`config.mk`:
```
export PLATFORM = sky130hd
export DESIGN_NAME = tmtw_out_stage
export DESIGN_NICKNAME = d
export VERILOG_FILES = /design/src/tmtw_pkg.sv /design/src/tmtw_out_stage.sv
export SDC_FILE = /design/constraint.sdc
export NUM_CORES = 1
export LEC_CHECK = 0
export BUFFER_PORTS_ARGS = -buffer_cell sky130_fd_sc_hd__buf_2
export CORE_MARGIN = 4
export CORE_UTILIZATION = 55
export CTS_CLUSTER_SIZE = 40
export DETAILED_ROUTE_END_ITERATION = 6
export HOLD_SLACK_MARGIN = 0.03
export PLACE_DENSITY = 0.93
export SLEW_MARGIN = 10
export SYNTH_ARGS = -nofsm -noshare
export SYNTH_HDL_FRONTEND = slang
export SYNTH_SLANG_ARGS = --single-unit
export TNS_END_PERCENT = 10
```
`constraint.sdc`:
```
create_clock -name clk -period 3.6 [get_ports clk]
set_input_delay 0.36 -clock clk [delete_from_list [all_inputs] [get_ports clk]]
set_output_delay 0.36 -clock clk [all_outputs]
set_load 0.1 [all_outputs]
```
`src/tmtw_pkg.sv`:
```
`default_nettype none
// ----------------------------------------------------------------------------
// tmtw_pkg
// Shared types and constants for the text-mode terminal writer: command
// codes, character constants, the request and response payloads, and the
// command and status groups between the controller and the datapath.
// ----------------------------------------------------------------------------
package tmtw_pkg;

    localparam int CMD_W       = 2;
    localparam int CHAR_W      = 8;
    localparam int INDEX_W     = 11;
    localparam int ROW_OUT_W   = 5;
    localparam int COL_OUT_W   = 7;
    localparam int CELL_W      = 16;
    localparam int COLOR_W     = 8;

    // Command codes carried in the request's cmd field.
    localparam logic [CMD_W-1:0] CMD_PUT   = 2'd0;
    localparam logic [CMD_W-1:0] CMD_READ  = 2'd1;
    localparam logic [CMD_W-1:0] CMD_CLEAR = 2'd2;

    localparam logic [CHAR_W-1:0]  NEWLINE_CODE = 8'd10;
    localparam logic [CHAR_W-1:0]  SPACE_CODE   = 8'd32;
    localparam logic [COLOR_W-1:0] LIGHT_GREY   = 8'd7;

    // Register select: the register index is paddr[2].
    localparam logic REG_TEXT_COLOR = 1'b0;

    typedef struct packed {
        logic [CMD_W-1:0]   cmd;
        logic [CHAR_W-1:0]  char_code;
        logic [INDEX_W-1:0] cell_index;
    } req_item_t;

    typedef struct packed {
        logic [ROW_OUT_W-1:0] cursor_row;
        logic [COL_OUT_W-1:0] cursor_col;
        logic [CELL_W-1:0]    cell_data;
        logic                 scrolled;
    } rsp_item_t;

    // Commands from the controller to the datapath.
    typedef struct packed {
        logic take;          // request accepted this cycle
        logic sweep_start;   // restart the cell counter
        logic fill_grey;     // write a light grey space at the counter
        logic copy_step;     // one step of the scroll copy
        logic fill_color;    // blank one bottom-row cell in the text color
        logic emit_now;      // push the result of the request taken now
        logic emit_read;     // push the result of a cell read
        logic emit_cursor;   // push the cursor after a sweep
        logic emit_scrolled; // with emit_cursor: the step scrolled
    } dp_cmd_t;

    // Status from the datapath to the controller.
    typedef struct packed {
        logic will_scroll;   // the offered put runs past the bottom row
        logic fill_last;     // counter on the last cell
        logic copy_last;     // counter at the end of the copy
        logic blank_last;    // counter at the end of the bottom-row blank
    } dp_stat_t;

endpackage
`default_nettype wire

```
`src/tmtw_out_stage.sv`:
```
`default_nettype none
// ----------------------------------------------------------------------------
// tmtw_out_stage
// Two-entry response buffer: an output register plus a skid entry, so that a
// new request can be taken while a finished response still waits.
// ----------------------------------------------------------------------------
module tmtw_out_stage
    import tmtw_pkg::*;
(
    input  wire logic      clk,
    input  wire logic      rst_n,
    input  wire logic      push,
    input  wire rsp_item_t push_data,
    output logic           room,
    output logic           rsp_valid,
    input  wire logic      rsp_ready,
    output rsp_item_t      rsp
);

    logic      out_valid_reg, out_valid_next;
    logic      hold_valid_reg, hold_valid_next;
    rsp_item_t out_data_reg, out_data_next;
    rsp_item_t hold_data_reg, hold_data_next;
    logic      out_free;

    always_comb
    begin
        out_free        = !out_valid_reg || rsp_ready;
        out_valid_next  = out_valid_reg;
        hold_valid_next = hold_valid_reg;
        out_data_next   = out_data_reg;
        hold_data_next  = hold_data_reg;
        if (out_free)
        begin
            if (hold_valid_reg)
            begin
                out_valid_next  = 1'b1;
                out_data_next   = hold_data_reg;
                hold_valid_next = push;
                hold_data_next  = push_data;
            end
            else
            begin
                out_valid_next = push;
                out_data_next  = push_data;
            end
        end
        else if (push)
        begin
            hold_valid_next = 1'b1;
            hold_data_next  = push_data;
        end
    end

    always_ff @(posedge clk or negedge rst_n)
    begin
        if (!rst_n)
        begin
            out_valid_reg  <= 1'b0;
            hold_valid_reg <= 1'b0;
        end
        else
        begin
            out_valid_reg  <= out_valid_next;
            hold_valid_reg <= hold_valid_next;
        end
    end

    always_ff @(posedge clk)
    begin
        out_data_reg  <= out_data_next;
        hold_data_reg <= hold_data_next;
    end

    assign room      = !hold_valid_reg;
    assign rsp_valid = out_valid_reg;
    assign rsp       = out_data_reg;

endmodule
`default_nettype wire

```
==> After elaboration in Yosys (flattened, before gate mapping) <==
Index checks and enable logic that the tools add are counted.
{ "totals": {"out_inout_bits": 31, "reg_bits": 60} }
{ "op_classes": {"eq_ne": 1, "n_mux": 8, "reduce_logical": 5} }
{ "ops": {"columns": ["operator", "count"], "rows": [
  ["two-way mux 29 bit", 4],
  ["two-way mux 1 bit", 4],
  ["zero test 1 bit", 2],
  ["inequality test 2 bit (second input constant)", 1],
  ["AND reduction 2 bit", 1],
  ["nonzero test 2 bit", 1],
  ["logical OR 1 bit", 1]
]} }

==> Longest topological paths before layout <==
Gate-level depths: netlist (run 1).
{ "logic_depth": {"word_depth": 4, "mapped_depth": 3, "depth_no_buf": 2} }

==> Worst setup path after synthesis (run 1) <==
OpenSTA, ideal clock, no wires.
{ "synth_timing": {"path_kind": "register -> register", "start": "register out_valid_reg, in the netlist rsp_valid", "end": "register out_data_reg (netlist bit rsp[0]) (enable)", "setup_slack_ns": 1.538, "synth_period_minus_slack_ns": 2.062, "setup_ns": 0.384, "n_path_buf": 0, "arrival_ns": 1.679, "stages_incl_launch_ff": 3, "path_cell_list": "dfrtp_1 > and2b_1 > inv_1"} }
{ "synth_between": {"elab_chain_cells": 2} }
{ "synth_lines": {"columns": ["element", "line", "source"], "rows": [
  ["start, declared", "tmtw_out_stage.sv:20", "logic out_valid_reg, out_valid_next;"],
  ["start signal, assigned", "tmtw_out_stage.sv:64", "out_valid_reg <= out_valid_next;"],
  ["zero test 1 bit", "tmtw_out_stage.sv:28", "out_free = !out_valid_reg || rsp_ready;"],
  ["logical OR 1 bit", "tmtw_out_stage.sv:28", null],
  ["named net out_free", "tmtw_out_stage.sv:24", "logic out_free;"],
  ["end signal, assigned", "tmtw_out_stage.sv:71", "out_data_reg <= out_data_next;"],
  ["end, declared", "tmtw_out_stage.sv:22", "rsp_item_t out_data_reg, out_data_next;"]
]} }
The timed path passes the listed nets, and every way through them passes these cells.
A chain may end at the register's enable or synchronous reset.

==> Worst setup path in the final report (run 1) <==
{ "layout_timing": {"start": "register hold_valid_reg", "end": "register hold_data_reg[4] (netlist bit) (enable)"} }
{ "layout_between": {"elab_chain_cells": 2} }
{ "layout_lines": {"columns": ["element", "line", "source"], "rows": [
  ["start, declared", "tmtw_out_stage.sv:21", "logic hold_valid_reg, hold_valid_next;"],
  ["start signal, assigned", "tmtw_out_stage.sv:65", "hold_valid_reg <= hold_valid_next;"],
  ["inequality test 2 bit (no source line)", null, null],
  ["AND reduction 2 bit (no source line)", null, null],
  ["end signal, assigned", "tmtw_out_stage.sv:72", "hold_data_reg <= hold_data_next;"],
  ["end, declared", "tmtw_out_stage.sv:23", "rsp_item_t hold_data_reg, hold_data_next;"]
]} }
Every way passes these cells.

==> results of run 1 <==
-- metal layers --
layer / up-vias / track usage [%] / share of wire (%)
met2: 46 / 25.5 / 52
met5: - / 0 / 0
met1: 537 / 17.6 / 38
met3: 10 / 7.30 / 7.7
met4: 0 / 9.22 / 2.1
li1: 529 / - / -
-- final timing paths --
path,end,startpoint,slack (ns)
min,hold_data_reg[2]$_DFFE_PP_,push_data[2],0.22
max in group asynchronous,hold_valid_reg$_DFFE_PN0P_,rst_n,3.15
max reg2reg,hold_data_reg[4]$_DFFE_PP_,hold_valid_reg$_DFFE_PN0P_,1.49
max,hold_data_reg[4]$_DFFE_PP_,hold_valid_reg$_DFFE_PN0P_,1.49
min in group asynchronous,hold_valid_reg$_DFFE_PN0P_,rst_n,0.34
min reg2reg,rsp[22]$_DFFE_PP_,hold_data_reg[22]$_DFFE_PP_,0.55
-- power groups by stage --
stage / combinational [mW] / clock [mW] / sequential [mW]
after floorplan: 0.150 / 0 / 1.20
after global placement: 0.483 / 0 / 0.919
after detailed placement: 0.491 / 0 / 0.922
after CTS: 0.492 / 0.504 / 0.909
after global routing: 0.504 / 0.550 / 0.915
final: 0.489 / 0.490 / 0.908
-- kinds of logic (layout without fill, tap and decap cells) --
family | after synthesis | count (layout) | synth area share, %
adder cells (fa/ha/maj) | 1 | 1 | 0.482
flip-flops | 60 | 60 | 76.7
buffers and inverters | 6 | 82 | 3.38
multiplexers | 30 | 30 | 18.8
AND/OR/NAND/NOR | 2 | 2 | 0.590
-- synth_stat cells (all sizes together) --
library cell and number:
mux2 30, or3 1, dfrtp 2, buf 4, and2b 1, maj3 1, inv 2, edfxtp 58
-- stage by stage --
| step | power (mW) | std cells | utilization (%) |
|---|---|---|---|
| finish | 1.89 | 225 | 69.3 |
| global route | 1.97 | 225 | 69.3 |
| CTS | 1.91 | 225 | 69.3 |
| detailed placement | 1.41 | 208 | 65.1 |
| global placement | 1.40 | 208 | 65.1 |
| floorplan | 1.35 | 99 | - |
-- final cells by class --
type	instances	area [sq um]	area share (%)
repair buffers	64	325	11.6
inverters	2	7.51	0.267
clock inverters	6	31.3	1.11
clock buffers	10	128	4.54
well taps	50	62.6	2.23
flip-flops and latches	60	1790	63.8
multi-input cells	33	464	16.5
==> metrics.txt, run 1 <==
Clock Skew 0.00478 ns; final-report hold violation count 0; Clk pwr share between 20% and 30%; Worst-path clk slew 0.07 ns; Hold Path Stages 1; maximum clock rate 473 MHz; placed cell areas 2640 sq um; Final #Nets 203; post-place setup slack 1.47 ns; Cell Area, Synth 2330 sq um; Final ANT Viol Nets 0; post-layout instance area 2810 sq um; Max-Cap Viols 0; setup TNS 0 ns; Worst Path Required 3.56 ns; Crit Path Class flop to flop; Core Rows 23; gr usage total 16.0%; total core area 4060 sq um; area delta synth->final 20.4%; Synthesized Nets 132; unique cell type count in the Yosys netlist 10; Hold Crit Class primary input to flop; width of the chip 73.2 um; RePlAce Congestion between 0.6 and 0.7; Switching Fraction a little over a third; register bit total from synthesis 60; Mapped Avg Cell Area 23.6 sq um; crit path launch type flop; initial drt markers between 50 and 60; n_diodes 0; Critical Path Max Stage Delay a little under 1 ns; RSZ-0062 raised after global routing false; largest net degree at the start of global routing 34; synth top area cells edfxtp_1 (75%), mux2_4 (17%), buf_12 (2.6%); fin crit share 58.7%; CTS Buf Count 9; layout cell share with drive strength beyond 1 62.3%; grt total ovfl 0; Clock Sinks 60; # setup viols final 0; Initial Util 57.5%; Die Height ~73 um; I/O pin count 64; yosys warns 0; Root Buffer Master clkbuf_8; min Tclk post-route between 2 and 2.5 ns; postcts setup bufs 0; Synth Instances 99; buffer and inverter count on the worst path 0; sequential area share after synthesis 76.7%; vias in the first global route between 1k and 1.5k; Die ar. 5350 sq um; Total Routed Length 3850 um; critical path, cell by cell mux2_2; CP Capture Type flop; Arrival @ worst endpoint ~2.1 ns; Slew HR 28.1%; crit path max-delay cell type dfrtp_2; cell accounting for the most synthesized area edfxtp_1; CTS max path bufs 2; Pint 1.22 mW; Port Buffers 63; CP Max Fanout 33; Pwr per Cell Area 671 nW/um^2; routed len/inst ~17 um; Leakage Power 1.17 nW; Pins Over Slew Limit 0; commonest non-fill, non-tap cell in the layout buf_2; drt first pass iters 4; TritonCTS clock tree built; Post-CTS Hold Buffers 1; CTS H-tree depth 3; most frequent cells in the layout buf_2 (63), edfxtp_1 (58), mux2_4 (27); post_cts resized 0; Psw 0.665 mW; # DRC 0; Least-Margin Pin Slew 1.08 ns; initial antenna violation count 0; Critical Path Stages 1; Hold WS roughly 0.22 ns; setup ws final 1.49 ns; DR vias/cell 4.99; status finished clean; Reg2Reg Depth 1; Fill cells between 200 and 300; logic gate share of total power 25.9%; VDD IR max 0.402 mV; cell family with most CP delay flip-flops; Reg power frac 48.1%; first-pass GRT wire length between 5000 and 6000 um; Worst-Skew Late Latency 0.33 ns; via count approximately 1.1k; Yosys top cell area share 74.6%
Note: power is estimated with default switching activity, not from simulation.
==> inputs of run 2 (changes only) <==
CORE_UTILIZATION = 51   (was 55)
PLACE_DENSITY = 0.88   (was 0.93)
clock period = 2.2 ns   (was 3.6 ns; I/O delays follow)
==> run 2 against run 1 <==
Wire length increased by 0.86%. Sequential power increased by 61%. Non-clock buffer count increased by 3. Clock power increased by 110%. Total power increased by 77%. Critical path type is now flop to primary output. Largest power group unchanged. Highest routed layer unchanged.
==> metrics.txt, run 2 (same netlist as run 1, synthesis figures left out) <==
Pwr per Cell Area 1150 nW/um^2 (+71%); grt total ovfl 0 (unchanged); gr usage total 14.6% (-1.4 points); setup ws final 0.369 ns (-1.12 ns); Worst Path Required 1.98 ns (-1.58 ns); n_diodes 0 (unchanged); min-delay src push_data[27]; Worst-Skew Late Latency 0.32 ns (about the same); Max-Cap Viols 0 (unchanged); Clock Sinks 60 (unchanged); Initial Util 53.3% (-4.3 points); setup TNS 0 ns (unchanged); CP Capture Type primary output; most frequent cells in the layout buf_2 (63), edfxtp_1 (58), mux2_4 (27); post-place setup slack 0.713 ns (-0.756 ns); CTS max path bufs 2 (unchanged); Final Util 66.4% (-2.9 points); Die ar. 5720 sq um (+7.0%); # setup viols final 0 (unchanged); logic gate share of total power 25.2% (-0.7 points); CTS Buf Count 9 (unchanged); vias in the first global route 1,164 (-0.77%); CP Max Fanout 20 (-39%); routed len/inst 16.9 um (-1.3%); Clk pwr share 30.9% (+4.9 points); post-layout instance area 2910 sq um (+3.5%); r2r setup slk 0.74 ns (-0.75 ns); # placed instances 213 (+2.4%); RePlAce Congestion 0.724 (+6.8%); Hold Path Sink hold_data_reg[27]$_DFFE_PP_; via count 1,132 (+0.89%); area delta synth->final 24.6%; Worst R2R End rsp[21]$_DFFE_PP_; TritonCTS clock tree built; Tot Pwr 3.34 mW (+77%); Slew HR 66.5% (+38 points); CTS H-tree depth 3 (unchanged); Arrival @ worst endpoint 1.61 ns (-0.47 ns); Reg power frac 43.8% (-4.3 points); Crit Path Class flop to primary output; width of the chip 75.7 um (+3.4%); final-report hold violation count 0 (unchanged); status finished clean; first-pass GRT wire length 5720 um (-4.0%); I/O pin count 64 (unchanged); Switching Fraction 32.7% (-2.5 points); # DRC 0 (unchanged); maximum clock rate around 550 MHz; drt first pass iters 5 (+1); layout cell share with drive strength beyond 1 62.9% (+0.64 points); Total Routed Length 3880 um (+0.86%); crit path launch type flop; Hold Path Stages 1 (unchanged); initial drt markers 74 (+32%); largest net degree at the start of global routing 30 (-12%); Least-Margin Pin Slew 0.506 ns (-0.571 ns); Final HPWL DP 2710 um; Clock Skew 0.00411 ns (-0.000674 ns); Root Buffer Master clkbuf_8; RR Startpoint hold_valid_reg$_DFFE_PN0P_; post_cts resized 0 (unchanged); commonest non-fill, non-tap cell in the layout buf_2; Final ANT Viol Nets 0 (unchanged); Leakage Power 1.21 nW (+4.0%); Port Buffers 63 (unchanged); total core area 4380 sq um (+8.0%); initial antenna violation count 0 (unchanged); Reg2Reg Depth 2 (+1); Die Height 75.7 um (+3.4%); placed cell areas 2690 sq um (+1.9%); Core Rows 24 (+4.3%); Pint 2.25 mW (+84%); Non-Filler Instances 230 (+2.2%); Final #Nets 206 (+1.5%); VDD IR max 0.571 mV (+42%); DR vias/cell 4.92 (-1.3%); Worst-path clk slew 0.07 ns (about the same); Pins Over Slew Limit 0 (unchanged); Hold WS 0.0828 ns (-0.137 ns); RSZ-0062 raised after global routing false; min Tclk post-route 1.83 ns; Psw 1.09 mW (+64%); fin crit share 83.2%; Hold Crit Class primary input to flop
## run 2: layer usage
| metal | global-route usage, % | vias to the layer above | share of wire (%) |
|---|---|---|---|
| met2 | 23.2 | 41 | 51 |
| met3 | 3.69 | 8 | 5.7 |
| met1 | 16.9 | 545 | 41 |
| met5 | 0 | - | 0 |
| met4 | 11.1 | 0 | 2.6 |
| li1 | - | 538 | - |
## run 2: how the worst max path moves through the flow
stage / startpoint / endpoint / cells past startpoint
2_1_floorplan: rsp_valid$_DFFE_PN0P_ / rsp[0]$_DFFE_PP_ / 2
3_3_place_gp: hold_valid_reg$_DFFE_PN0P_ / room / 3
3_5_place_dp: hold_valid_reg$_DFFE_PN0P_ / room / 3
4_1_cts: hold_valid_reg$_DFFE_PN0P_ / room / 3
5_1_grt: hold_valid_reg$_DFFE_PN0P_ / room / 3
6_report: hold_valid_reg$_DFFE_PN0P_ / room / 3
## run 2: power by group through the flow
stage | Combinational, mW | Clock, mW | Sequential, mW
2_1_floorplan | 0.246 | 0 | 1.97
3_3_place_gp | 0.832 | 0 | 1.48
3_5_place_dp | 0.848 | 0 | 1.49
4_1_cts | 0.850 | 1.06 | 1.47
5_1_grt | 0.870 | 1.11 | 1.47
6_report | 0.842 | 1.03 | 1.46
## run 2: final cells by class
type / count / area, sq um
fill: 297 / 1480
multi-input combinational: 33 / 464
clock buffer: 10 / 128
clock inverter: 6 / 78.8
sequential: 60 / 1790
tap: 52 / 65.1
timing repair buffer: 67 / 373
inverter: 2 / 7.51
## run 2: repair_timing
| action | CTS | global route |
|---|---|---|
| setup buffers | 0 | 0 |
| hold buffers | 1 | 0 |
| hold endpoints to repair | 2 | 0 |
## run 2: critical path: stages (launching register included)
cell and delay, ns:
dfrtp_2 0.57, buf_12 0.24, inv_1 0.06, buf_2 0.41
==> inputs of run 3 (changes only) <==
clock period = 1.7 ns   (was 2.2 ns; I/O delays follow)
==> run 3 against run 2 <==
Clock skew hardly changed. Register-to-register slack lost 0.50 ns. Clock power down 6%. Combinational power grew 39%. Total power rose by 20%. Critical path type is now flop to flop. Largest power group unchanged.
==> metrics.txt, run 3 (same netlist as run 1, synthesis figures left out) <==
status finished clean; Psw 1.36 mW (+25%); Least-Margin Pin Slew 0.501 ns (-0.00475 ns); drt first pass iters 2 (-3); Worst-Skew Late Latency 0.32 ns (about the same); fin crit share 86.0%; Clock Skew 0.00457 ns (+0.000464 ns); commonest non-fill, non-tap cell in the layout buf_2; CTS max path bufs 2 (unchanged); CP Max Fanout 29 (+45%); width of the chip 75.7 um (unchanged); Final ANT Viol Nets 0 (unchanged); RR Startpoint rsp_valid$_DFFE_PN0P_; Final #Nets 224 (+8.7%); setup TNS 0 ns (unchanged); largest net degree at the start of global routing 30 (unchanged); Max-Cap Viols 0 (unchanged); Worst Path Required 1.68 ns (-0.30 ns); Leakage Power 1.26 nW (+3.8%); CTS H-tree depth 3 (unchanged); VDD IR max 0.791 mV (+38%); Crit Path Class flop to flop; Pins Over Slew Limit 0 (unchanged); min-delay src push_data[14]; Pwr per Cell Area 1310 nW/um^2 (+15%); Post-CTS Hold Buffers 17 (+16); Core Rows 24 (unchanged); Hold Path Sink hold_data_reg[14]$_DFFE_PP_; maximum clock rate between 600 and 700 MHz; RSZ-0062 raised after global routing false; via count 1,189 (+5.0%); most frequent cells in the layout buf_2 (63), edfxtp_1 (58), mux2_4 (28); r2r setup slk 0.24 ns (-0.50 ns); grt total ovfl 0 (unchanged); Initial Util 53.3% (unchanged); setup ws final 0.238 ns (-0.131 ns); Clock Sinks 60 (unchanged); # DRC 0 (unchanged); min Tclk post-route approximately 1.5 ns; Hold Crit Class primary input to flop; Port Buffers 63 (unchanged); Tot Pwr 4.01 mW (+20%); crit path launch type flop; Switching Fraction 33.9% (+1.2 points); total core area 4380 sq um (unchanged); postcts setup bufs 0 (unchanged); n_diodes 0 (unchanged); CTS Buf Count 9 (unchanged); routed len/inst 16.6 um (-1.8%); Die Height 75.7 um (unchanged); TritonCTS clock tree built; Fill cells 287 (-3.4%); Pint 2.65 mW (+18%); Reg2Reg Depth 3 (+1); post-place setup slack 0.243 ns (-0.469 ns); gr usage total 15.4% (+0.86 points); Slew HR 66.8% (+0.31 points); Final Util 69.6% (+3.3 points); post_cts resized 0 (unchanged); layout cell share with drive strength beyond 1 57.5% (-5.4 points); Reg power frac 46.8% (+3.0 points); I/O pin count 64 (unchanged); Total Routed Length 4060 um (+4.6%); vias in the first global route 1,251 (+7.5%); first-pass GRT wire length 6220 um (+8.8%); Clk pwr share 24.0% (-6.9 points); Hold Path Stages 1 (unchanged); logic gate share of total power 29.1% (+3.9 points); Die ar. 5720 sq um (unchanged); final-report hold violation count 0 (unchanged); Root Buffer Master clkbuf_8; # setup viols final 0 (unchanged); CP Capture Type flop; area delta synth->final 30.8%; Arrival @ worst endpoint 1.44 ns (-0.17 ns); initial antenna violation count 0 (unchanged); RePlAce Congestion 0.685 (-5.4%); Worst R2R End rsp[20]$_DFFE_PP_; DR vias/cell 4.85 (-1.4%); Worst-path clk slew 0.06 ns (about the same); initial drt markers 38 (-49%)
[run 3: cell count changes in the layout (fill, tap and decap cells not counted), moves of 2 or more]
cell / change
buf_12: +2
bufinv_16: -2
clkbuf_1: +3
clkinv_2: -3
dlygate4sd3_1: +16
[run 3: power groups by stage]
stage | logic [mW] | registers [mW] | clock network (mW)
finish | 1.17 | 1.88 | 0.965
global route | 1.21 | 1.89 | 1.06
CTS | 1.18 | 1.88 | 1.00
detailed placement | 1.15 | 1.91 | 0
global placement | 1.12 | 1.90 | 0
floorplan | 0.322 | 2.54 | 0
[run 3: stage by stage]
stage / cell area (sq um) / cells / hold WS (ns)
after floorplan: 2350 / 99 / -0.126
after global placement: 2740 / 215 / -0.0450
after detailed placement: 2740 / 215 / -0.0433
after CTS: 3050 / 245 / 0.0301
after global routing: 3050 / 245 / 0.0335
final: 3050 / 245 / 0.0462
[run 3: layout make-up]
type                            instances  area (sq um)  share of cell area (%)
Tap cell                               52          65.1                    2.13
Timing Repair Buffer                   85           573                    18.8
Multi-Input combinational cell         33           468                    15.3
Sequential cell                        60          1800                    58.9
Inverter                                2          11.3                   0.369
Clock buffer                           13           139                    4.55
[run 3: worst max path at each step]
stage	depth (start not counted)	slack, ns	end	start
3_3_place_gp	3	0.28	hold_data_reg[28]$_DFFE_PP_	rsp_valid$_DFFE_PN0P_
6_report	3	0.24	rsp[20]$_DFFE_PP_	rsp_valid$_DFFE_PN0P_
5_1_grt	3	0.16	rsp[12]$_DFFE_PP_	rsp_valid$_DFFE_PN0P_
3_5_place_dp	3	0.24	rsp[9]$_DFFE_PP_	rsp_valid$_DFFE_PN0P_
2_1_floorplan	2	0.01	rsp[0]$_DFFE_PP_	rsp_valid$_DFFE_PN0P_
4_1_cts	3	0.22	rsp[4]$_DFFE_PP_	rsp_valid$_DFFE_PN0P_
[run 3: worst max-delay path: stages, from the launching register on]
cell        delay [ns]
dfrtp_4           0.47
and2b_1           0.23
clkinvlp_4        0.08
buf_4             0.33
[run 3: routing by layer]
| metal | share of wire (%) | up-vias | GRT usage (%) | routed length (um) |
|---|---|---|---|---|
| met4 | 2.4 | 0 | 7.96 | 99 |
| met1 | 39 | 568 | 18.4 | 1580 |
| met2 | 52 | 43 | 24.4 | 2100 |
| met3 | 6.9 | 12 | 5.94 | 279 |
| li1 | - | 566 | - | - |
| met5 | 0 | - | 0 | 0 |
