## src/tmtw_pkg.sv

```systemverilog
`default_nettype none
// ----------------------------------------------------------------------------
// tmtw_pkg
// Shared types and constants for the text-mode terminal writer: command
// codes, character constants, the request and response payloads, and the
// command and status groups between the controller and the datapath.
// ----------------------------------------------------------------------------
package tmtw_pkg;

    localparam int CMD_W       = 2;
    localparam int CHAR_W      = 8;
    localparam int INDEX_W     = 11;
    localparam int ROW_OUT_W   = 5;
    localparam int COL_OUT_W   = 7;
    localparam int CELL_W      = 16;
    localparam int COLOR_W     = 8;

    // Command codes carried in the request's cmd field.
    localparam logic [CMD_W-1:0] CMD_PUT   = 2'd0;
    localparam logic [CMD_W-1:0] CMD_READ  = 2'd1;
    localparam logic [CMD_W-1:0] CMD_CLEAR = 2'd2;

    localparam logic [CHAR_W-1:0]  NEWLINE_CODE = 8'd10;
    localparam logic [CHAR_W-1:0]  SPACE_CODE   = 8'd32;
    localparam logic [COLOR_W-1:0] LIGHT_GREY   = 8'd7;

    // Register select: the register index is paddr[2].
    localparam logic REG_TEXT_COLOR = 1'b0;

    typedef struct packed {
        logic [CMD_W-1:0]   cmd;
        logic [CHAR_W-1:0]  char_code;
        logic [INDEX_W-1:0] cell_index;
    } req_item_t;

    typedef struct packed {
        logic [ROW_OUT_W-1:0] cursor_row;
        logic [COL_OUT_W-1:0] cursor_col;
        logic [CELL_W-1:0]    cell_data;
        logic                 scrolled;
    } rsp_item_t;

    // Commands from the controller to the datapath.
    typedef struct packed {
        logic take;          // request accepted this cycle
        logic sweep_start;   // restart the cell counter
        logic fill_grey;     // write a light grey space at the counter
        logic copy_step;     // one step of the scroll copy
        logic fill_color;    // blank one bottom-row cell in the text color
        logic emit_now;      // push the result of the request taken now
        logic emit_read;     // push the result of a cell read
        logic emit_cursor;   // push the cursor after a sweep
        logic emit_scrolled; // with emit_cursor: the step scrolled
    } dp_cmd_t;

    // Status from the datapath to the controller.
    typedef struct packed {
        logic will_scroll;   // the offered put runs past the bottom row
        logic fill_last;     // counter on the last cell
        logic copy_last;     // counter at the end of the copy
        logic blank_last;    // counter at the end of the bottom-row blank
    } dp_stat_t;

endpackage
`default_nettype wire

```

## src/tmtw_ctrl.sv

```systemverilog
`default_nettype none
// ----------------------------------------------------------------------------
// tmtw_ctrl
// Sequencer for the terminal writer: takes requests, runs the power-up
// clear, the clear command, the scroll copy and the bottom-row blank.
// ----------------------------------------------------------------------------
module tmtw_ctrl
    import tmtw_pkg::*;
(
    input  wire logic             clk,
    input  wire logic             rst_n,
    input  wire logic             req_valid,
    input  wire logic [CMD_W-1:0] req_cmd,
    input  wire logic             out_room,
    input  wire dp_stat_t         stat,
    output logic                  req_ready,
    output dp_cmd_t               cmd
);

    typedef enum logic [5:0] {
        ST_INIT  = 6'b000001,
        ST_IDLE  = 6'b000010,
        ST_READ  = 6'b000100,
        ST_CLEAR = 6'b001000,
        ST_COPY  = 6'b010000,
        ST_BLANK = 6'b100000
    } state_t;

    state_t state_reg, state_next;

    always_comb
    begin
        state_next = state_reg;
        cmd        = '0;
        req_ready  = 1'b0;
        case (state_reg)
            ST_INIT:
            begin
                cmd.fill_grey = 1'b1;
                if (stat.fill_last)
                    state_next = ST_IDLE;
            end
            ST_IDLE:
            begin
                req_ready = out_room;
                cmd.take  = req_valid && out_room;
                if (cmd.take)
                begin
                    case (req_cmd)
                        CMD_PUT:
                        begin
                            if (stat.will_scroll)
                            begin
                                cmd.sweep_start = 1'b1;
                                state_next      = ST_COPY;
                            end
                            else
                                cmd.emit_now = 1'b1;
                        end
                        CMD_READ:  state_next = ST_READ;
                        CMD_CLEAR:
                        begin
                            cmd.sweep_start = 1'b1;
                            state_next      = ST_CLEAR;
                        end
                        default:   cmd.emit_now = 1'b1;
                    endcase
                end
            end
            ST_READ:
            begin
                cmd.emit_read = 1'b1;
                state_next    = ST_IDLE;
            end
            ST_CLEAR:
            begin
                cmd.fill_grey = 1'b1;
                if (stat.fill_last)
                begin
                    cmd.emit_cursor = 1'b1;
                    state_next      = ST_IDLE;
                end
            end
            ST_COPY:
            begin
                cmd.copy_step = 1'b1;
                if (stat.copy_last)
                    state_next = ST_BLANK;
            end
            ST_BLANK:
            begin
                cmd.fill_color = 1'b1;
                if (stat.blank_last)
                begin
                    cmd.emit_cursor   = 1'b1;
                    cmd.emit_scrolled = 1'b1;
                    state_next        = ST_IDLE;
                end
            end
            default: state_next = ST_INIT;
        endcase
    end

    always_ff @(posedge clk or negedge rst_n)
    begin
        if (!rst_n)
            state_reg <= ST_INIT;
        else
            state_reg <= state_next;
    end

`ifndef SYNTHESIS
    a_read_emits: assert property (@(posedge clk) disable iff (!rst_n)
        cmd.take && req_cmd == CMD_READ |=> cmd.emit_read)
        else $error("read request did not produce its response next cycle");

    a_clear_sweeps: assert property (@(posedge clk) disable iff (!rst_n)
        cmd.take && req_cmd == CMD_CLEAR |=> state_reg == ST_CLEAR)
        else $error("clear request did not start the clear sweep");

    a_copy_to_blank: assert property (@(posedge clk) disable iff (!rst_n)
        state_reg == ST_COPY && stat.copy_last |=> state_reg == ST_BLANK)
        else $error("scroll copy did not hand over to the bottom-row blank");

    a_one_emit: assert property (@(posedge clk) disable iff (!rst_n)
        $onehot0({cmd.emit_now, cmd.emit_read, cmd.emit_cursor}))
        else $error("more than one response source in one cycle");

    a_no_emit_busy: assert property (@(posedge clk) disable iff (!rst_n)
        state_reg == ST_COPY |-> !cmd.emit_cursor && !cmd.emit_now)
        else $error("response pushed in the middle of a scroll");
`endif

endmodule
`default_nettype wire

```

## config.mk

```make
export PLATFORM = sky130hd
export DESIGN_NAME = tmtw_ctrl
export DESIGN_NICKNAME = d
export VERILOG_FILES = /design/src/tmtw_pkg.sv /design/src/tmtw_ctrl.sv
export SDC_FILE = /design/constraint.sdc
export NUM_CORES = 1
export LEC_CHECK = 0
export ABC_AREA = 1
export BUFFER_PORTS_ARGS = -buffer_cell sky130_fd_sc_hd__buf_2
export CAP_MARGIN = 30
export CORE_MARGIN = 8
export CORE_UTILIZATION = 42
export DETAILED_ROUTE_END_ITERATION = 16
export PLACE_DENSITY = 0.72
export SETUP_SLACK_MARGIN = 0.15
export SYNTH_ARGS = -nofsm -noshare
export SYNTH_HDL_FRONTEND = slang
export SYNTH_SLANG_ARGS = --single-unit
```

## constraint.sdc

```tcl
create_clock -name clk -period 1.4 [get_ports clk]
set_clock_uncertainty 0.05 [all_clocks]
set_input_delay 0.28 -clock clk [delete_from_list [all_inputs] [get_ports clk]]
set_output_delay 0.28 -clock clk [all_outputs]
set_load 0.02 [all_outputs]
```

Yosys cells after proc, flatten, opt, wreduce, memory -nomap -nowiden
Cells that the tools add are included.

Equal/unequal tests: 14. Mux-type cells: 24. Reduce and logical (&&, ||, !) cells: 5.

Operators by type and width (number): 6-bit 2-to-1 mux (5); 6-bit case mux with 5 select lines (1); 6-bit case mux with 3 select lines (1); 1-bit 2-to-1 mux (12); 6-bit by 1-bit equality test with 1-bit output, second input constant (1); 6-bit by 2-bit equality test with 1-bit output, second input constant (1); 6-bit by 3-bit equality test with 1-bit output, second input constant (1); 6-bit by 4-bit equality test with 1-bit output, second input constant (1); 6-bit by 5-bit equality test with 1-bit output, second input constant (1); 6-bit equality test, second input constant (1); 2-bit inequality test, second input constant (3); 1-bit case mux with 2 select lines (3); 6-bit AND reduction (1); 2-bit 2-to-1 mux (2); 4-bit by 1-bit inequality test with 1-bit output, second input constant (1); 2-bit OR reduction (2); 3-bit inequality test, second input constant (1); 2-bit by 1-bit equality test with 1-bit output, second input constant (1); 2-bit equality test, second input constant (1); 2-bit logical NOT (1); 2-bit by 1-bit inequality test with 1-bit output, second input constant (1); 1-bit logical AND (1).

Flip-flop bits (word level): 6.

Depth between registers and ports, before layout
Gate-level depths: netlist of the first run.

Word-level depth: 5. Depth in mapped cells: 9. Gate-level depth less buffers: 9.

Worst setup path before layout of the first run
No wires, ideal clock.

Path type: flip-flop to output port. From: register state_reg[3]. To: output port cmd[3] (netlist bit). Data arrival time: 1.359 ns. Setup slack: -0.289 ns. Cell stages (with the launch flop): 8. Path through: dfrtp_1 nor2_2 nand2_2 nor2_4 inv_2 nor2_4 nand2_2 nor2_1.

RTL lines: start: declaration (line tmtw_ctrl.sv:29) `state_t state_reg, state_next;`; start signal: assignment (line tmtw_ctrl.sv:109) `state_reg <= state_next;`; end: declaration (line tmtw_ctrl.sv:17) `output dp_cmd_t cmd`.

==> results of run 1 <==
## how the worst min path moves through the flow
| stage | slack, ns | to | start | cells after the start |
|---|---|---|---|---|
| 2_1_floorplan | -0.07 | state_reg[1]$_DFFE_PN0P_ | rst_n | 0 |
| 3_3_place_gp | 0.06 | state_reg[4]$_DFFE_PN0P_ | rst_n | 1 |
| 3_5_place_dp | 0.06 | state_reg[4]$_DFFE_PN0P_ | rst_n | 1 |
| 4_1_cts | 0.34 | state_reg[4]$_DFFE_PN0P_ | rst_n | 2 |
| 5_1_grt | 0.38 | state_reg[4]$_DFFE_PN0P_ | rst_n | 2 |
| 6_report | 0.37 | state_reg[3]$_DFFE_PN0P_ | rst_n | 2 |
## cell families after synthesis
| group | share of synthesized area, % |
|---|---|
| fa+ha+maj | 6.77 |
| compound gates | 7.90 |
| flops | 27.3 |
| buf+inv | 12.9 |
| simple gates | 45.1 |
## synthesized netlist by cell type (all sizes together)
cell type  count
o21ai          5
inv           19
dfrtp          5
a21oi          1
ha             3
dfstp          1
nand3          5
o22ai          1
nor2          16
nand2         24
nor3           1
nand4          4
## what timing repair did
item                       in CTS  in global routing
setup endpoints to repair      16                 16
resized for setup              46                 17
hold buffers                    1                  0
hold endpoints to repair        5                  0
pin swaps                       7                  5
setup buffers                   6                  4
## final cells by class
type | instances | area (µm²)
Inverter | 19 | 73.8
Timing Repair Buffer | 47 | 385
Multi-Input combinational cell | 60 | 518
Fill cell | 45 | 92.6
Tap cell | 15 | 18.8
Sequential cell | 6 | 154
Clock buffer | 4 | 26.3
## critical path: cells and delay by family, from the launching register on
kind,cells,cell delay [ns]
compound gates,1,0.13
buf+inv,2,0.19
flops,1,0.42
simple gates,5,0.51
## power breakdown
group | internal (mW) | switching [mW] | leakage, nW
sequential | 0.235 | 0.0790 | 0.0756
combinational | 0.578 | 0.756 | 0.537
clock | 0.109 | 0.0796 | 0.0150
## routing by layer
| layer | part of all wire [%] | wire [µm] | vias up |
|---|---|---|---|
| li1 | - | - | 366 |
| met1 | 34 | 1060 | 405 |
| met2 | 54 | 1710 | 65 |
| met3 | 6.0 | 190 | 20 |
| met4 | 5.8 | 183 | 0 |
| met5 | 0 | 0 | - |
## stage by stage
step | std cells | setup TNS (ns) | power, mW | hold WS [ns] | utilization, %
after floorplan | 85 | -0.460 | 0.754 | -0.0656 | -
after global placement | 136 | -0.908 | 0.995 | 0.0555 | 66.8
after detailed placement | 136 | -1.18 | 1.01 | 0.0584 | 66.8
after CTS | 147 | -3.10 | 1.53 | 0.340 | 85.5
after global routing | 151 | -5.26 | 1.90 | 0.376 | 92.7
final | 151 | -4.67 | 1.84 | 0.366 | 92.7
==> results.yml, run 1 <==
yosys:
  synth.top_cells.by_area: "dfrtp_1, nand2_1, inv_1"
  netlist_instances: 85
  synthDistinctLibCells: 18
  avgSynthCellArea_um2: 6.52
  synth_nets: 98
  yosys_warnings: 0
  yosys.area.top_type: "dfrtp_1"
  synth_seq_cells: 6
  synth_area_um2: 554
  synth_top_cell_area_share_pct: 22.6
  yosysSeqAreaShare_pct: 27.3
hold_path:
  hold_class: "in2async"
setup_path:
  regToRegSetupSlack_ns: -0.28
  crit_path_max_fanout: 3
  cp.required_ns: 1.07
  cp-start-kind: "flop"
  cp_slowest_cell: "dfrtp_1"
  cp_common_cell: "nor2_4"
  startpoint: "state_reg[2]$_DFFE_PN0P_"
  arrival_ns: 1.52
  cp-endpoint: "cmd[7]"
  timing.rr.start: "state_reg[0]$_DFFE_PN1P_"
  worst_path_largest_cell_delay_ns: 0.42
  path_cells: "nor2_4 -> nand2_2 -> nor2_4 -> inv_2 -> nor2_4 -> nand2_4 -> a21oi_4 -> buf_6"
  end_kind: "primary output"
  r2r_end: "state_reg[3]$_DFFE_PN0P_"
  rr_worst_depth: 9
  crit_type: "reg2out"
placement:
  dp_hpwl_mm: 1.32
  post_dp_cell_area_um2: 847
  gp_congestion: 0.802
  port_buffers: 19
  dp_slack_ns: -0.258
global_routing:
  grt_pass1_wl_mm: 3.92
  grt.met2_usage_pct: 37.2
  grt_max_degree: 7
  grt_usage_pct: 19.3
  grt_use_met1_pct: 18.0
  antenna_found_initial: 0
  grt_pass1_vias: 820
  gr-total-overflow: 0
  use_met3_pct: 3.41
  top_usage_layer: "met2"
routing:
  final_antenna_net_count: 0
  vias: 856
  drt-pass1-iter-count: 4
  drtIter0Drc: 56
  finalWirelength_mm: 3.14
  wl_per_cell_um: 20.8
  avgViaCountPerCell: 5.67
  drc_errors: 0
clock_tree:
  numCtsBuffers: 3
  cts_root_buf: "clkbuf_4"
  cts_tree: "built"
  clockBufferDepth: 2
  cts.sink_count: 6
  cts.reportedPaths.clkPinSlew_ns: 0.05
  cts_max_level: 1
  clk_latency_ns: 0.26
final_layout:
  syn_to_final_growth_pct: 112
  final_common_cell: "buf_4"
  final_area_um2: 1180
  drive_gt1_share_pct: 66.2
  most-common-layout-cells: "buf_4, nand2_1, buf_6"
  antennaDiodeCount: 0
  largest_reg_flops: 6
  layout.nets: 150
die:
  ioPinCount: 20
  rows: 13
  die_w_um: 52.3
  design.core.area_um2: 1270
  design.die.area_um2: 2740
  die_h_um: 52.3
  start_util_pct: 43.7
pwr:
  p_leak_nw: 0.628
  power.density_nw_per_um2: 1560
  ir_worst_vdd_mv: 1.08
sta:
  worst_slack_ns: -0.449
  hold_viol_final: 0
  setup_viol: 16
  fmax_mhz: 541
  fin_crit_sh_pct: 132
  period_needed_ns: 1.85
  slew_headroom_pct: 75.0
  rsz0062_at_grt: "true"
  maxSlewViolCount: 0
  tightest_slew_ns: 0.371
run_status:
  violations: "setup timing"
  status: "finished with violations"
flow_run:
  drv_cap: 0
Power figures use the tool's default switching activity.
==> inputs of run 2 (changes only) <==
--- a/config.mk
+++ b/config.mk
@@ -12,6 +12,7 @@
 export CORE_UTILIZATION = 42
 export DETAILED_ROUTE_END_ITERATION = 16
 export PLACE_DENSITY = 0.72
+export REMOVE_ABC_BUFFERS = 1
 export SETUP_SLACK_MARGIN = 0.15
 export SYNTH_ARGS = -nofsm -noshare
 export SYNTH_HDL_FRONTEND = slang
==> results.yml, run 2 (synthesized netlist as in run 1, its figures left out) <==
sta:
  rsz0062_at_grt: "true"
  setup_viol: 16
  fmax_mhz: 531
  fin_crit_sh_pct: 134
  period_needed_ns: 1.88
  worst_slack_ns: -0.483
  maxSlewViolCount: 0
  slew_headroom_pct: 85.5
  tightest_slew_ns: 0.218
  hold_viol_final: 0
  holdWs_ns: 0.324
setup_path:
  rr_worst_depth: 12
  crit_path_max_fanout: 3
  arrival_ns: 1.55
  regToRegSetupSlack_ns: -0.38
  r2r_end: "state_reg[1]$_DFFE_PN0P_"
  crit_type: "reg2out"
  cp.required_ns: 1.07
  end_kind: "primary output"
  cp-start-kind: "flop"
  timing.rr.start: "state_reg[3]$_DFFE_PN0P_"
global_routing:
  gr-total-overflow: 0
  grt_usage_pct: 13.5
  grt_pass1_vias: 724
  grt_max_degree: 7
  grt_pass1_wl_mm: 2.86
  antenna_found_initial: 0
clock_tree:
  cts_tree: "built"
  cts_max_level: 1
  cts.sink_count: 6
  clockBufferDepth: 2
  cts_root_buf: "clkbuf_4"
  cts.reportedPaths.clkPinSlew_ns: 0.06
  clk_latency_ns: 0.27
  numCtsBuffers: 3
run_status:
  violations: "setup timing"
  status: "finished with violations"
final_layout:
  multi_input_area_um2: 395
  fillers: 74
  final_common_cell: "buf_4"
  most-common-layout-cells: "buf_4, nand2_1, inv_1"
  layout.nets: 153
  drive_gt1_share_pct: 59.7
  largest_reg_flops: 6
  register_area_um2: 151
  syn_to_final_growth_pct: 91.6
  antennaDiodeCount: 0
hold_path:
  hold_class: "in2async"
routing:
  drtIter0Drc: 21
  top_layer: "met4"
  wl_met1_um: 820
  final_antenna_net_count: 0
  wl_met2_mm: 1.24
  drt-pass1-iter-count: 4
  wl_per_cell_um: 15.3
  met3WireLength_um: 180
  vias: 825
  finalWirelength_mm: 2.35
  drc_errors: 0
  avgViaCountPerCell: 5.36
placement:
  port_buffers: 19
  dp_hpwl_mm: 1.23
  gp_congestion: 0.862
  dp_slack_ns: -0.0958
pwr:
  ir_worst_vdd_mv: 0.990
  p_leak_nw: 0.604
  power.density_nw_per_um2: 1630
die:
  design.core.area_um2: 1270
  start_util_pct: 43.7
  die_h_um: 52.3
  ioPinCount: 20
  die_w_um: 52.3
  rows: 13
  design.die.area_um2: 2740
flow_run:
  drv_cap: 0
==> run 2: where the power goes <==
part / switching, mW / total (mW) / internal, mW
clock network: 0.0870 / 0.197 / 0.110
registers: 0.0609 / 0.292 / 0.231
logic: 0.649 / 1.24 / 0.593
==> run 2: final cells by class <==
class | instances | share of cell area, %
flip-flops and latches | 6 | 14.3
multi-input cells | 60 | 37.2
repair buffers | 50 | 37.3
inverters | 19 | 6.95
well taps | 15 | 1.77
clock buffers | 4 | 2.47
==> run 2: per-layer routing <==
metal	vias up	track usage, %
met2	57	25.9
li1	371	-
met1	379	12.0
met3	18	2.84
met5	-	0
met4	0	9.48
==> run 2: worst max-delay path, stage by stage, from the launching register on <==
cell and delay (ns):
dfrtp_1 0.41, nor2_2 0.14, nand2_2 0.08, nor2_4 0.10
inv_2 0.06, nor2_4 0.12, nand2_2 0.09, a21oi_2 0.12
buf_4 0.15
==> run 2: worst max-delay path by stage <==
stage | slack (ns) | startpoint | endpoint | cells past startpoint
global placement | -0.06 | state_reg[3]$_DFFE_PN0P_ | cmd[7] | 8
CTS | -0.35 | state_reg[3]$_DFFE_PN0P_ | cmd[7] | 8
finish | -0.48 | state_reg[3]$_DFFE_PN0P_ | cmd[7] | 8
global route | -0.53 | state_reg[3]$_DFFE_PN0P_ | cmd[7] | 8
floorplan | -0.29 | state_reg[3]$_DFFE_PN0P_ | cmd[3] | 7
detailed placement | -0.1 | state_reg[3]$_DFFE_PN0P_ | cmd[7] | 8
==> run 2: metrics by stage <==
step,instances,util (%),area [µm²],total power [mW],setup TNS [ns]
after floorplan,85,-,554,0.727,-0.706
final,154,83.7,1060,1.73,-5.74
after CTS,147,72.4,918,1.38,-4.03
after global routing,154,83.7,1060,1.82,-6.66
after global placement,134,61.5,781,0.989,-0.268
after detailed placement,134,61.5,781,1.00,-0.466
==> run 2: timing repair <==
item / CTS / global route
buffers inserted: 8 / 7
hold buffers: 1 / 0
pin swaps: 2 / 8
endpoints found under the setup margin: 16 / 16
endpoints found under the hold margin: 6 / 0
gates resized for setup: 14 / 32
==> inputs of run 3 (changes only) <==
--- a/config.mk
+++ b/config.mk
@@ -11,9 +11,11 @@
 export CORE_MARGIN = 8
 export CORE_UTILIZATION = 42
 export DETAILED_ROUTE_END_ITERATION = 16
+export MAX_ROUTING_LAYER = met4
 export PLACE_DENSITY = 0.72
 export REMOVE_ABC_BUFFERS = 1
 export SETUP_SLACK_MARGIN = 0.15
+export SKIP_CTS_REPAIR_TIMING = 1
 export SYNTH_ARGS = -nofsm -noshare
 export SYNTH_HDL_FRONTEND = slang
 export SYNTH_SLANG_ARGS = --single-unit
==> constraint.sdc (replaced) <==
create_clock -name clk -period 1.4 [get_ports clk]
set_clock_uncertainty 0.05 [all_clocks]
set_input_delay 0.35 -clock clk [delete_from_list [all_inputs] [get_ports clk]]
set_output_delay 0.35 -clock clk [all_outputs]
set_load 0.02 [all_outputs]
==> results.yml, run 3 (synthesized netlist as in run 1, its figures left out) <==
routing:
  vias: 696
  drc_errors: 0
  drtIter0Drc: 9
  wl_per_cell_um: 12.3
  final_antenna_net_count: 0
  finalWirelength_mm: 1.78
  drt-pass1-iter-count: 5
  avgViaCountPerCell: 4.83
sta:
  tightest_slew_ns: 0.198
  period_needed_ns: 1.86
  worst_slack_ns: -0.457
  fmax_mhz: 538
  slew_headroom_pct: 86.8
  rsz0062_at_grt: "true"
  fin_crit_sh_pct: 133
  hold_viol_final: 0
  setup_viol: 16
  maxSlewViolCount: 0
global_routing:
  grt_usage_pct: 12.0
  gr-total-overflow: 0
  grt_max_degree: 7
  grt_pass1_wl_mm: 2.49
  antenna_found_initial: 0
  grt_pass1_vias: 625
final_layout:
  stdcell_count: 144
  most-common-layout-cells: "buf_4, inv_1, nand2_1"
  antennaDiodeCount: 0
  layout.nets: 143
  final_common_cell: "buf_4"
  syn_to_final_growth_pct: 77.7
  register_area_um2: 153
  fillers: 93
  multi_input_area_um2: 413
  largest_reg_flops: 6
  drive_gt1_share_pct: 58.1
placement:
  dp_hpwl_mm: 1.28
  dp.cells: 135
  gp_congestion: 0.827
  port_buffers: 19
run_status:
  status: "finished with violations"
  violations: "setup timing"
pwr:
  p_leak_nw: 0.552
  power_mw: 1.48
  power.density_nw_per_um2: 1500
  ir_worst_vdd_mv: 0.689
clock_tree:
  cts.sink_count: 6
  numCtsBuffers: 3
  cts_root_buf: "clkbuf_4"
  cts.reportedPaths.clkPinSlew_ns: 0.05
  clk_latency_ns: 0.26
  clockBufferDepth: 2
  cts_tree: "built"
  cts_max_level: 1
die:
  start_util_pct: 43.7
  ioPinCount: 20
  design.die.area_um2: 2740
  die_w_um: 52.3
  rows: 13
  design.core.area_um2: 1270
  die_h_um: 52.3
setup_path:
  regToRegSetupSlack_ns: -0.16
  cp-endpoint: "cmd[3]"
  rr_worst_depth: 9
  r2r_end: "state_reg[1]$_DFFE_PN0P_"
  crit_type: "reg2out"
  cp-start-kind: "flop"
  cp.required_ns: 1.00
  crit_path_max_fanout: 3
  timing.rr.start: "state_reg[0]$_DFFE_PN1P_"
  end_kind: "primary output"
  arrival_ns: 1.46
  startpoint: "state_reg[2]$_DFFE_PN0P_"
hold_path:
  hold_class: "in2async"
flow_run:
  drv_cap: 0
-- run 3: worst min path at each step --
| stage | startpoint | to | slack (ns) | depth (start not counted) |
|---|---|---|---|---|
| 4_1_cts | rst_n | state_reg[4]$_DFFE_PN0P_ | -0.16 | 1 |
| 6_report | rst_n | state_reg[4]$_DFFE_PN0P_ | 0.38 | 2 |
| 3_3_place_gp | rst_n | state_reg[4]$_DFFE_PN0P_ | 0.12 | 1 |
| 5_1_grt | rst_n | state_reg[5]$_DFFE_PN0P_ | 0.40 | 2 |
| 2_1_floorplan | rst_n | state_reg[1]$_DFFE_PN0P_ | 0.004 | 0 |
| 3_5_place_dp | rst_n | state_reg[4]$_DFFE_PN0P_ | 0.13 | 1 |
-- run 3: final cells by class --
type	instances	share of cell area, %
Multi-Input combinational cell	60	41.9
Timing Repair Buffer	40	30.7
Sequential cell	6	15.5
Inverter	19	7.24
Clock buffer	4	2.67
Tap cell	15	1.91
-- run 3: routing by layer --
layer  wire length (µm)  share of wire, %  vias up  GRT usage (%)
met4                 13              0.73        0           3.88
met5                  0                 0        -              -
met2                993                56       20           23.5
met3                 99               5.6        2           3.69
met1                668                38      326           10.4
li1                   -                 -      348              -
-- run 3: critical path, cell delays in order (launching register included) --
cell	delay, ns
dfrtp_1	0.40
nor2_2	0.15
nand2_2	0.08
nor2_4	0.10
inv_2	0.06
nor2_4	0.09
nand2_2	0.07
nor2_1	0.10
buf_4	0.15
-- run 3: power by group --
part	internal (mW)	switching, mW
clock network	0.109	0.0826
logic	0.439	0.554
registers	0.234	0.0597
total	0.782	0.696
-- run 3: metrics by stage --
step | setup TNS (ns) | util [%] | worst slack [ns] | instance area [µm²] | hold slack (ns)
final | -4.40 | 77.6 | -0.457 | 985 | 0.383
after global routing | -5.51 | 77.6 | -0.537 | 985 | 0.398
after CTS | -4.31 | 64.2 | -0.452 | 815 | -0.157
after detailed placement | -1.84 | 62.1 | -0.230 | 788 | 0.125
after global placement | -1.21 | 62.1 | -0.174 | 788 | 0.122
after floorplan | -1.05 | - | -0.359 | 554 | 0.00441
